`src/rtl/cts_pkg.sv`:
```
// Shared types, constants and reciprocal table for the cosine Taylor-series block.
package cts_pkg;

	localparam int FRAC_BITS = 28;
	localparam int MAX_TERMS = 16;
	localparam int TERM_W    = $clog2(MAX_TERMS);

	localparam int X_W     = 32;
	localparam int CNT_W   = 5;
	localparam int SUM_W   = 48;
	localparam int MAG_W   = SUM_W - 1;
	localparam int RECIP_W = 32;
	localparam int RECIP_SH = RECIP_W;

	// Shared multiplier: operand A is taken one digit per cycle, operand B whole.
	localparam int DIG_W = 24;
	localparam int A_W   = 2 * DIG_W;
	localparam int B_W   = 36;
	localparam int PP_W  = DIG_W + B_W;
	localparam int ACC_W = A_W + B_W;

	// round-half-up(2^32 / ((2i-1)(2i))), entry 0 unused
	localparam logic [RECIP_W-1:0] RECIP_TAB [MAX_TERMS] = '{
		32'd0,        32'd2147483648, 32'd357913941, 32'd143165577,
		32'd76695845, 32'd47721859,   32'd32537631,  32'd23598721,
		32'd17895697, 32'd14035841,   32'd11302546,  32'd9296466,
		32'd7780738,  32'd6607642,    32'd5681174,   32'd4936744
	};

	typedef struct packed {
		logic signed [X_W-1:0] angle_x;
		logic [CNT_W-1:0]      term_count;
	} in_item_t;

	typedef struct packed {
		logic signed [SUM_W-1:0] cos_sum;
		logic                    sum_saturated;
	} out_item_t;

	typedef struct packed {
		logic en;
		logic hi;
	} mul_cmd_t;

endpackage

```
`src/rtl/cts_mac.sv`:
```
// Shared digit-serial multiply-accumulate unit: 24 x 36 product per cycle while cmd.en is set.
module cts_mac (
	input  logic                       clk,
	input  logic                       arst_n,
	input  cts_pkg::mul_cmd_t          cmd,
	input  logic [cts_pkg::A_W-1:0]    a,
	input  logic [cts_pkg::B_W-1:0]    b,
	output logic [cts_pkg::ACC_W-1:0]  acc
);

	logic [cts_pkg::DIG_W-1:0] dig;
	logic [cts_pkg::PP_W-1:0]  pp;
	logic [cts_pkg::ACC_W-1:0] acc_q;
	logic [cts_pkg::ACC_W-1:0] acc_nxt;

	always_comb begin
		dig = cmd.hi ? a[cts_pkg::A_W-1:cts_pkg::DIG_W] : a[cts_pkg::DIG_W-1:0];
		pp  = cts_pkg::PP_W'(dig) * cts_pkg::PP_W'(b);
		// low digit starts a fresh product, high digit adds in at its weight
		if (cmd.hi) begin
			acc_nxt = acc_q + (cts_pkg::ACC_W'(pp) << cts_pkg::DIG_W);
		end else begin
			acc_nxt = cts_pkg::ACC_W'(pp);
		end
	end

	always_ff @(posedge clk or negedge arst_n) begin
		if (!arst_n) begin
			acc_q <= '0;
		end else if (cmd.en) begin
			acc_q <= acc_nxt;
		end
	end

	assign acc = acc_q;

endmodule

```
`src/rtl/cts_core.sv`:
```
// Sequencer and term/sum datapath around the shared multiply-accumulate unit.
module cts_core (
	input  logic                 clk,
	input  logic                 arst_n,
	input  logic                 start,
	output logic                 idle,
	input  cts_pkg::in_item_t    item,
	output logic                 res_valid,
	input  logic                 res_take,
	output cts_pkg::out_item_t   res
);

	typedef enum logic [2:0] {
		S_IDLE,
		S_MLO,
		S_MHI,
		S_NORM,
		S_ADD,
		S_DONE
	} state_t;

	typedef enum logic [1:0] {
		OP_SQ,
		OP_TX,
		OP_TR
	} op_t;

	state_t                        state_q;
	op_t                           op_q;
	logic [cts_pkg::A_W-1:0]       a_q;
	logic [cts_pkg::B_W-1:0]       b_q;
	logic [cts_pkg::B_W-1:0]       x2_q;
	logic [cts_pkg::MAG_W-1:0]     mag_q;
	logic [cts_pkg::SUM_W-1:0]     sum_q;
	logic                          clip_q;
	logic [cts_pkg::TERM_W-1:0]    i_q;
	logic [cts_pkg::CNT_W-1:0]     cnt_q;

	cts_pkg::mul_cmd_t             cmd;
	logic [cts_pkg::ACC_W-1:0]     acc;

	logic [cts_pkg::X_W-1:0]       xm;
	logic [cts_pkg::CNT_W-1:0]     cnt_in;
	logic                          tx_ovf;
	logic                          tr_ovf;
	logic [cts_pkg::MAG_W-1:0]     mag_tx;
	logic [cts_pkg::MAG_W-1:0]     mag_tr;
	logic [cts_pkg::SUM_W:0]       sum_ext;
	logic [cts_pkg::SUM_W:0]       term_ext;
	logic [cts_pkg::SUM_W:0]       sum_raw;
	logic                          sum_ovf;
	logic [cts_pkg::SUM_W-1:0]     sum_sat;
	logic                          last_term;

	cts_mac u_mac (
		.clk    (clk),
		.arst_n (arst_n),
		.cmd    (cmd),
		.a      (a_q),
		.b      (b_q),
		.acc    (acc)
	);

	always_comb begin
		cmd.en = (state_q == S_MLO) || (state_q == S_MHI);
		cmd.hi = (state_q == S_MHI);

		xm = item.angle_x[cts_pkg::X_W-1] ? (~item.angle_x + 1'b1) : item.angle_x;
		if (item.term_count > cts_pkg::CNT_W'(cts_pkg::MAX_TERMS)) begin
			cnt_in = cts_pkg::CNT_W'(cts_pkg::MAX_TERMS);
		end else begin
			cnt_in = item.term_count;
		end

		// scale back and clip the finished product
		tx_ovf = |acc[cts_pkg::ACC_W-1:cts_pkg::FRAC_BITS+cts_pkg::MAG_W];
		mag_tx = tx_ovf ? '1 : acc[cts_pkg::FRAC_BITS +: cts_pkg::MAG_W];
		tr_ovf = |acc[cts_pkg::ACC_W-1:cts_pkg::RECIP_SH+cts_pkg::MAG_W];
		mag_tr = tr_ovf ? '1 : acc[cts_pkg::RECIP_SH +: cts_pkg::MAG_W];

		// odd terms subtract
		sum_ext  = {sum_q[cts_pkg::SUM_W-1], sum_q};
		term_ext = {2'b00, mag_q};
		sum_raw  = i_q[0] ? (sum_ext - term_ext) : (sum_ext + term_ext);
		sum_ovf  = sum_raw[cts_pkg::SUM_W] ^ sum_raw[cts_pkg::SUM_W-1];
		if (!sum_ovf) begin
			sum_sat = sum_raw[cts_pkg::SUM_W-1:0];
		end else if (sum_raw[cts_pkg::SUM_W]) begin
			sum_sat = {1'b1, {(cts_pkg::SUM_W-1){1'b0}}};
		end else begin
			sum_sat = {1'b0, {(cts_pkg::SUM_W-1){1'b1}}};
		end

		last_term = (cts_pkg::CNT_W'(i_q) + cts_pkg::CNT_W'(1)) == cnt_q;
	end

	always_ff @(posedge clk or negedge arst_n) begin
		if (!arst_n) begin
			state_q <= S_IDLE;
			op_q    <= OP_SQ;
			a_q     <= '0;
			b_q     <= '0;
			x2_q    <= '0;
			mag_q   <= '0;
			sum_q   <= '0;
			clip_q  <= 1'b0;
			i_q     <= '0;
			cnt_q   <= '0;
		end else begin
			unique case (state_q)
				S_IDLE: begin
					if (start) begin
						a_q    <= cts_pkg::A_W'(xm);
						b_q    <= cts_pkg::B_W'(xm);
						op_q   <= OP_SQ;
						cnt_q  <= cnt_in;
						i_q    <= '0;
						clip_q <= 1'b0;
						mag_q  <= cts_pkg::MAG_W'(1) << cts_pkg::FRAC_BITS;
						// term 0 is exactly 1.0
						if (cnt_in == '0) begin
							sum_q <= '0;
						end else begin
							sum_q <= cts_pkg::SUM_W'(1) << cts_pkg::FRAC_BITS;
						end
						state_q <= S_MLO;
					end
				end
				S_MLO: begin
					state_q <= S_MHI;
				end
				S_MHI: begin
					state_q <= S_NORM;
				end
				S_NORM: begin
					unique case (op_q)
						OP_SQ: begin
							x2_q <= acc[cts_pkg::FRAC_BITS +: cts_pkg::B_W];
							if (cnt_q <= cts_pkg::CNT_W'(1)) begin
								state_q <= S_DONE;
							end else begin
								a_q     <= cts_pkg::A_W'(mag_q);
								b_q     <= acc[cts_pkg::FRAC_BITS +: cts_pkg::B_W];
								i_q     <= cts_pkg::TERM_W'(1);
								op_q    <= OP_TX;
								state_q <= S_MLO;
							end
						end
						OP_TX: begin
							clip_q  <= clip_q | tx_ovf;
							a_q     <= cts_pkg::A_W'(mag_tx);
							b_q     <= cts_pkg::B_W'(cts_pkg::RECIP_TAB[i_q]);
							op_q    <= OP_TR;
							state_q <= S_MLO;
						end
						default: begin
							clip_q  <= clip_q | tr_ovf;
							mag_q   <= mag_tr;
							state_q <= S_ADD;
						end
					endcase
				end
				S_ADD: begin
					sum_q  <= sum_sat;
					clip_q <= clip_q | sum_ovf;
					if (last_term) begin
						state_q <= S_DONE;
					end else begin
						i_q     <= i_q + 1'b1;
						a_q     <= cts_pkg::A_W'(mag_q);
						b_q     <= x2_q;
						op_q    <= OP_TX;
						state_q <= S_MLO;
					end
				end
				S_DONE: begin
					if (res_take) begin
						state_q <= S_IDLE;
					end
				end
				default: begin
					state_q <= S_IDLE;
				end
			endcase
		end
	end

	assign idle              = (state_q == S_IDLE);
	assign res_valid         = (state_q == S_DONE);
	assign res.cos_sum       = sum_q;
	assign res.sum_saturated = clip_q;

endmodule

```
`src/rtl/cosine_taylor_partial_sum.sv`:
```
// Top level of the fixed-point cosine partial Maclaurin sum with output register.
//
// Computes sum over i = 0 .. n-1 of (-1)^i x^(2i)/(2i)! for a Q4.28 argument
// and a term count n (counts above 16 act as 16, zero gives 0). Each term is
// built from the last one as term * x^2 * 1/((2i-1)(2i)), with the reciprocal
// taken from a constant table, and the Q20.28 sum clips to 48 bits; the
// sum_saturated bit reports any clip of a term or the sum. All products go
// through one shared 24 x 36 multiply-accumulate unit, low digit then high
// digit, so x^2 takes the states MLO, MHI and NORM, and every term after the
// first takes two products, their scaling and one add. in_ready stays low
// while an item occupies the sequencer. The finished result moves into an
// output register, so the next item can be taken while a result still waits
// on out_ready.
module cosine_taylor_partial_sum (
	input  logic                 clk,
	input  logic                 arst_n,
	input  logic                 in_valid,
	output logic                 in_ready,
	input  cts_pkg::in_item_t    in_data,
	output logic                 out_valid,
	input  logic                 out_ready,
	output cts_pkg::out_item_t   out_data
);

	logic                 core_idle;
	logic                 res_valid;
	logic                 res_take;
	cts_pkg::out_item_t   res;
	logic                 out_valid_q;
	cts_pkg::out_item_t   out_data_q;

	// accept a beat whenever the sequencer is free
	assign in_ready = core_idle;

	// the output slot frees up when empty or when its beat leaves this cycle
	assign res_take = !out_valid_q || out_ready;

	cts_core u_core (
		.clk       (clk),
		.arst_n    (arst_n),
		.start     (in_valid && core_idle),
		.idle      (core_idle),
		.item      (in_data),
		.res_valid (res_valid),
		.res_take  (res_take),
		.res       (res)
	);

	// hold the result until taken, load the next one when the slot frees
	always_ff @(posedge clk or negedge arst_n) begin
		if (!arst_n) begin
			out_valid_q <= 1'b0;
			out_data_q  <= '0;
		end else if (res_valid && res_take) begin
			out_valid_q <= 1'b1;
			out_data_q  <= res;
		end else if (out_ready) begin
			out_valid_q <= 1'b0;
		end
	end

	assign out_valid = out_valid_q;
	assign out_data  = out_data_q;

endmodule

```
`config.mk`:
```
export PLATFORM = sky130hd
export DESIGN_NAME = cosine_taylor_partial_sum
export DESIGN_NICKNAME = d
export VERILOG_FILES = /design/src/rtl/cts_pkg.sv /design/src/rtl/cts_mac.sv /design/src/rtl/cts_core.sv /design/src/rtl/cosine_taylor_partial_sum.sv
export SDC_FILE = /design/constraint.sdc
export NUM_CORES = 2
export LEC_CHECK = 0
export BUFFER_PORTS_ARGS = -buffer_cell sky130_fd_sc_hd__buf_2
export CORE_MARGIN = 3
export CORE_UTILIZATION = 55
export CTS_CLUSTER_SIZE = 12
export DETAILED_ROUTE_END_ITERATION = 10
export PLACE_DENSITY_LB_ADDON = 0.2
export SLEW_MARGIN = 0
export SYNTH_ARGS = -nofsm -noshare
export SYNTH_HDL_FRONTEND = slang
export SYNTH_SLANG_ARGS = --single-unit
```
`constraint.sdc`:
```
create_clock -name clk -period 12 [get_ports clk]
set_input_delay 0.6 -clock clk [delete_from_list [all_inputs] [get_ports clk]]
set_output_delay 0.6 -clock clk [all_outputs]
set_load 0.02 [all_outputs]
```
* Word level (Yosys, flattened, before mapping) *
Memories as Yosys holds them, arrays and structs flattened.
Index checks and enable logic that the tools add are counted.
Widths: inputs -> output; s select.

storage, ports and cells
  memories = 1
  input bits = 41
  memory bits (read-only) = 512
  logic and storage cells = 118
  output and inout port bits = 51
  register bits after elaboration = 364

cells by class
  muxes and demuxes = 48
  bitwise operators = 6
  reduce and logical (&&, ||, !) cells = 23
  $mul = 1
  equality and inequality tests = 16
  $lt $le $gt $ge = 3
  add/subtract/negate cells = 6

memories
  name             words  bits a word  rd ports  clocked after Yosys merged registers in  write ports  line             source
  (no name shown)  16     32           1         0                                        0            cts_core.sv:152  b_q <= cts_pkg::B_W'(cts_pkg::RECIP_TAB[i_q]);

operator list
  kind                   count
  $mux 48                6
  $pmux 48 s2            2
  $mux 47                4
  $pmux 48 s3            1
  $mux 36                3
  $pmux 36 s3            1
  $mux 32                3
  $pmux 47 s2            1
  $add 84x84->84         1
  $mux 84                1
  $pmux 36 s2            1
  $mul 24x36->60         1
  $add 48x48->49         1
  $mux 49                1
  $sub 48x48->49         1
  $add 32x1->32 const B  1
  $not 32->32            1
  $mux 29                1
  $mux 24                1
  $pmux 3 s6             1
  $mux 4                 4
  $mux 3                 4
  $pmux 4 s3             1
  $reduce_and 5->1       2
  38 further kinds       59

* Logic depth before layout (Yosys ltp) *
  depth in word-level cells = 6
  mapped depth = 44
  gate-level depth less buffers = 38

* Cells and area by module *
Synthesis repeated with hierarchy kept, for this count alone.

second synthesis, totals
  cell total of the unflattened synthesis = 5909
  area total of the unflattened synthesis = 51675.8 um^2

by module, submodules not included
  module                     sequential area each (um^2)  cells each  area an instance (um^2)  instances
  cts_mac                    2102.0                       3991        34649.5                  1
  cts_core                   5730.5                       1810        15110.7                  1
  cosine_taylor_partial_sum  1251.2                       108         1915.6                   1

* Least setup slack after synthesis *
Ideal clock, no wire load.

  path type = reg-to-reg
  start point = register u_core.state_q[1]
  end point = register u_core.u_mac.acc_q, in the netlist u_core.u_mac.acc[83]
  buffers on the path = 5
  required time = 11.913 ns
  path slack = 1.713 ns
  stages on the path, launching flop included = 42
  arrival time = 10.201 ns
  period minus slack after synthesis = 10.287 ns
  setup time = 0.087 ns
  cells stage by stage = dfrtp_1 clkbuf_1 or3b_2 clkbuf_1 clkbuf_1 o21ai_1 clkbuf_1 nand2_1 fa_1 inv_1 fa_1 inv_1 fa_1 inv_1 fa_1 fa_1 fa_1 inv_1 [6 not listed] a221oi_1 o21ai_0 a31oi_1 o22ai_1 nand2b_1 a31oi_1 xnor2_1 ha_1 a21o_1 a21o_1 a21o_1 and3_1 and3_1 a21o_1 a211oi_1 nor4_1 or2_2 o211ai_1

on the way
  longest elaborated chain between the ends = 5
  elaborated cells on any way between the ends = 7
  classes of those cells = add/sub (1); mul (1); eq/ne (2); mux (2); reduce/logical (1)

RTL lines
  item                      line                            source
  start: declaration        cts_core.sv:28                  state_t state_q;
  start signal: assignment  cts_core.sv:99                  state_q <= S_IDLE;
  start signal: assignment  cts_core.sv:126                 state_q <= S_MLO;
  start signal: assignment  cts_core.sv:130                 state_q <= S_MHI;
  $eq 3x2->1                cts_core.sv:65, cts_core.sv:66
  $mux 24                   cts_mac.sv:17                   dig = cmd.hi ? a[cts_pkg::A_W-1:cts_pkg::DIG_W] : a[cts_pkg::DIG_W-1:0];
  $mul 24x36->60            cts_mac.sv:18                   pp = cts_pkg::PP_W'(dig) * cts_pkg::PP_W'(b);
  $add 84x84->84            cts_mac.sv:21                   acc_nxt = acc_q + (cts_pkg::ACC_W'(pp) << cts_pkg::DIG_W);
  $mux 84                   cts_mac.sv:20                   if (cmd.hi) begin
  end signal: assignment    cts_mac.sv:31                   acc_q <= acc_nxt;
  end: declaration          cts_mac.sv:13                   logic [cts_pkg::ACC_W-1:0] acc_q;

Parallel ways exist; a longest one is shown, timed or not.
A chain may end at the register's enable or synchronous reset.

* Worst setup path after layout *
  start point = register u_core.state_q[2]
  end point = register u_core.u_mac.acc_q, in the netlist u_core.u_mac.acc[82]

The elaborated chain is that of the path after synthesis.

==> results by group <==
Synthesis
  • Main synth FF type: dfrtp_1
  • Synthesized-area fraction occupied by adder cells: 36.8%
  • Multiplexer area fraction after synthesis: 2.32%
  • Share of the synthesized area in the top cell type: 29.3%
  • Synth area leader: fa_1
  • Largest family of logic cells by synthesized area: adder cells
  • XOR/XNOR Fraction of Synth Area: 4.01%
  • Synth Area per Inst: roughly 8.5 um^2
  • Cells after synthesis: 6008
  • Synthesis-stage register bit count: 339
  • Syn Nets: 7105
  • Synth async-reset ratio: 100%
  • Commonest cells post-synth: 898 x nand2_1, 870 x inv_1, 748 x fa_1, 360 x nor2_1, 339 x dfrtp_1
  • Most common cell in the netlist: nand2_1
  • Compound-Gate Fraction of Synth Area: 13.3%
  • Synth unique cells: 80
  • Area of the mapped netlist: just over 0.05 mm^2
  • Simple-Gate Fraction of Synth Area: between 10% and 20%
  • Synth top area cells: fa_1 29%, dfrtp_1 17%, ha_1 7.5%
  • Sequential share of the synthesized area: between 10% and 20%
  • Synth warnings: 0
  • Post-synth EDFFs: 0

Route
  • DRT antenna net count: 0
  • DR DRC count: 0
  • Routed wire length: 157000 um
  • First-pass DRT Iterations: 6
  • Vias: 42600
  • WL per Instance: roughly 22 um
  • Via density per instance: roughly 5.9
  • Starting DRT DRC Count: 3593

Floorplanning
  • Num ports: 92
  • Rows: 111
  • Std-Cell Core Area: 0.0919 mm^2
  • Initial Util: 55.6%
  • Die Ht: 311 um
  • DIE AREA: 0.0967 mm^2
  • Chip width: 311 um

Cells and area
  • Fillers: 8399
  • Storage element area: 0.00848 mm^2
  • Area growth syn-to-layout: 5.87%
  • Final Net Count: 7004
  • Post-Layout Cell Count: 7176
  • Share of cells above drive strength 1: under 10%
  • Final Core Density: 58.9%
  • Footprint of the multi-input gates: 0.0382 mm^2

Critical path
  • CP Max Fanout: 31
  • Worst reg-to-reg setup slack: approximately 0.52 ns
  • Setup crit end kind: flop
  • Crit Path Category: flop to flop
  • Kind of cell adding the most delay to the critical path: adder cells
  • CP startpoint kind: flop
  • Buf+Inv Stages, Crit Path: 8
  • Slowest stage delay, CP: around 0.74 ns
  • Reg2reg path depth: 36
  • Most common cell on crit path: fa_1
  • FF-to-FF End: u_core.u_mac.acc[82]
  • Critical path launch point: u_core.state_q[2]
  • Worst EP required: 12.44 ns
  • Slowest CP cell: nand2_1
  • Stages on the worst setup path: 36
  • FF-to-FF Start: u_core.state_q[2]
  • Crit path DAT: 11.92 ns

GRT
  • Pin count of the biggest net entering global routing: 111
  • Met1 usage: a little under half
  • Gr usage total: 32.8%
  • Met2 GRT Util: 52.6%
  • Total global routing overflow: 0
  • Vias in the first global route: 43100
  • GR peak layer: met2
  • Initial antenna violation count: 4
  • Met3 GRT Util: 5.85%
  • First-pass GRT wire length: ~250000 um

Timing
  • Max-slew violations: 0
  • Worst slew pin tran: 1.27 ns
  • Fin crit share: between 90% and 100%
  • Time the worst path needs with I/O delays and setup: 11.48 ns
  • Setup TNS Final: 0 ns
  • Final hold violations: 0
  • Final setup vio count: 0
  • Normalized max-slew margin: 14.6%
  • RSZ-0062 raised after global routing: false
  • Max frequency: 0.0871 GHz
  • Setup ws final: 0.521 ns
  • Worst clock skew: 0.0349 ns

Job
  • Number of max-cap violations: 0

CTS
  • CTS sink cnt: 339
  • CTS max path bufs: 3
  • CTS hold repair buffers: 0
  • Total CTS buffers: 38
  • Cts repair resizes: 0
  • Post CTS Setup Buffer Count: 0
  • Clk_lat worst skew: around 0.58 ns
  • Clock Tree Root: clkbuf_16
  • Depth of the CTS H-tree: 2
  • Clock transition at the registers of the reported paths: 0.06 ns
  • CTS tree: yes

Placed design
  • Dpl ws: 0.894 ns
  • GP Congestion: around 0.96
  • Dpl hpwl: 122000 um
  • Total placed cells including tap cells: 7110
  • Port buffer count: 91

Outcome
  • Status: complete, no violations

Min path
  • Worst hold path class: input port to async pin
-- layer usage --
layer  wire (um)  up-vias  part of all wire, %
li1            -    19000                    -
met1       65000    21400                   41
met2       72700     1776                   46
met3       13100      361                  8.3
met4        6300        2                  4.0
met5          13        -               0.0083
-- flip-flops by register name, summed over array words and instances (netlist names), 2 cells and up --
name,flops
u_core.op_q,2
u_core.i_q,4
u_core.mag_q,47
u_core.a_q,47
u_core.b_q,36
u_core.x2_q,36
u_core.cnt_q,5
out_data,49
u_core.sum_q,48
u_core.state_q,3
u_core.u_mac.acc,60
-- cell type report --
class                           count  share of cell area (%)
Clock inverter                      8                   0.240
Antenna cell                        1                 0.00462
Tap cell                         1243                    2.87
Timing Repair Buffer              206                    2.50
Clock buffer                       57                    2.09
Inverter                          870                    6.03
Sequential cell                   339                    15.7
Multi-Input combinational cell   4452                    70.6
-- kinds of logic (layout without fill, tap and decap cells) --
family | after synthesis | count (layout)
AO/OA/AOI/OAI | 1082 | 1082
XOR/XNOR | 234 | 234
adder cells (fa/ha/maj) | 1056 | 1056
buffers and inverters | 1217 | 1141
flip-flops | 339 | 339
multiplexers | 105 | 105
other | 0 | 1
AND/OR/NAND/NOR | 1975 | 1975
-- worst register-to-register path, delay by kind of cell, from the launching register on --
family	cells	cell delay, ns
AO/OA/AOI/OAI	10	2.40
AND/OR/NAND/NOR	7	2.33
buffers and inverters	8	1.38
XOR/XNOR	2	0.56
adder cells (fa/ha/maj)	9	4.13
flip-flops	1	0.56
-- cells in the final DEF, fill, tap and decap left out, drive strengths merged, types with 36 or more instances in the layout --
master	n
xor2	98
nand3	36
a21oi	308
o21ai	298
nand4	50
nor3	41
a211oi	54
fa	748
dfrtp	339
buf	206
and3	45
mux2	89
nor2b	119
a21o	125
nor2	360
nand2	898
xnor2	136
and2	289
inv	870
ha	308
a31oi	37
clkbuf	57
-- how the worst max path moves through the flow --
stage | to | slack [ns]
floorplan | u_core.u_mac.acc[83] | 1.71
global placement | u_core.u_mac.acc[82] | 0.98
detailed placement | u_core.u_mac.acc[83] | 0.89
CTS | u_core.u_mac.acc[82] | 0.83
global route | u_core.u_mac.acc[82] | 0.24
finish | u_core.u_mac.acc[82] | 0.52
-- stage by stage --
stage / area [um^2] / hold slack [ns]
finish: 54100 / 0.0818
global route: 54100 / 0.131
CTS: 54100 / 0.0876
detailed placement: 52900 / 0.466
global placement: 52900 / 0.461
floorplan: 51100 / 0.304
Power is left out: the tool's default activity adds up to more than one toggle a clock period on the data nets, which glitch-free logic cannot reach.
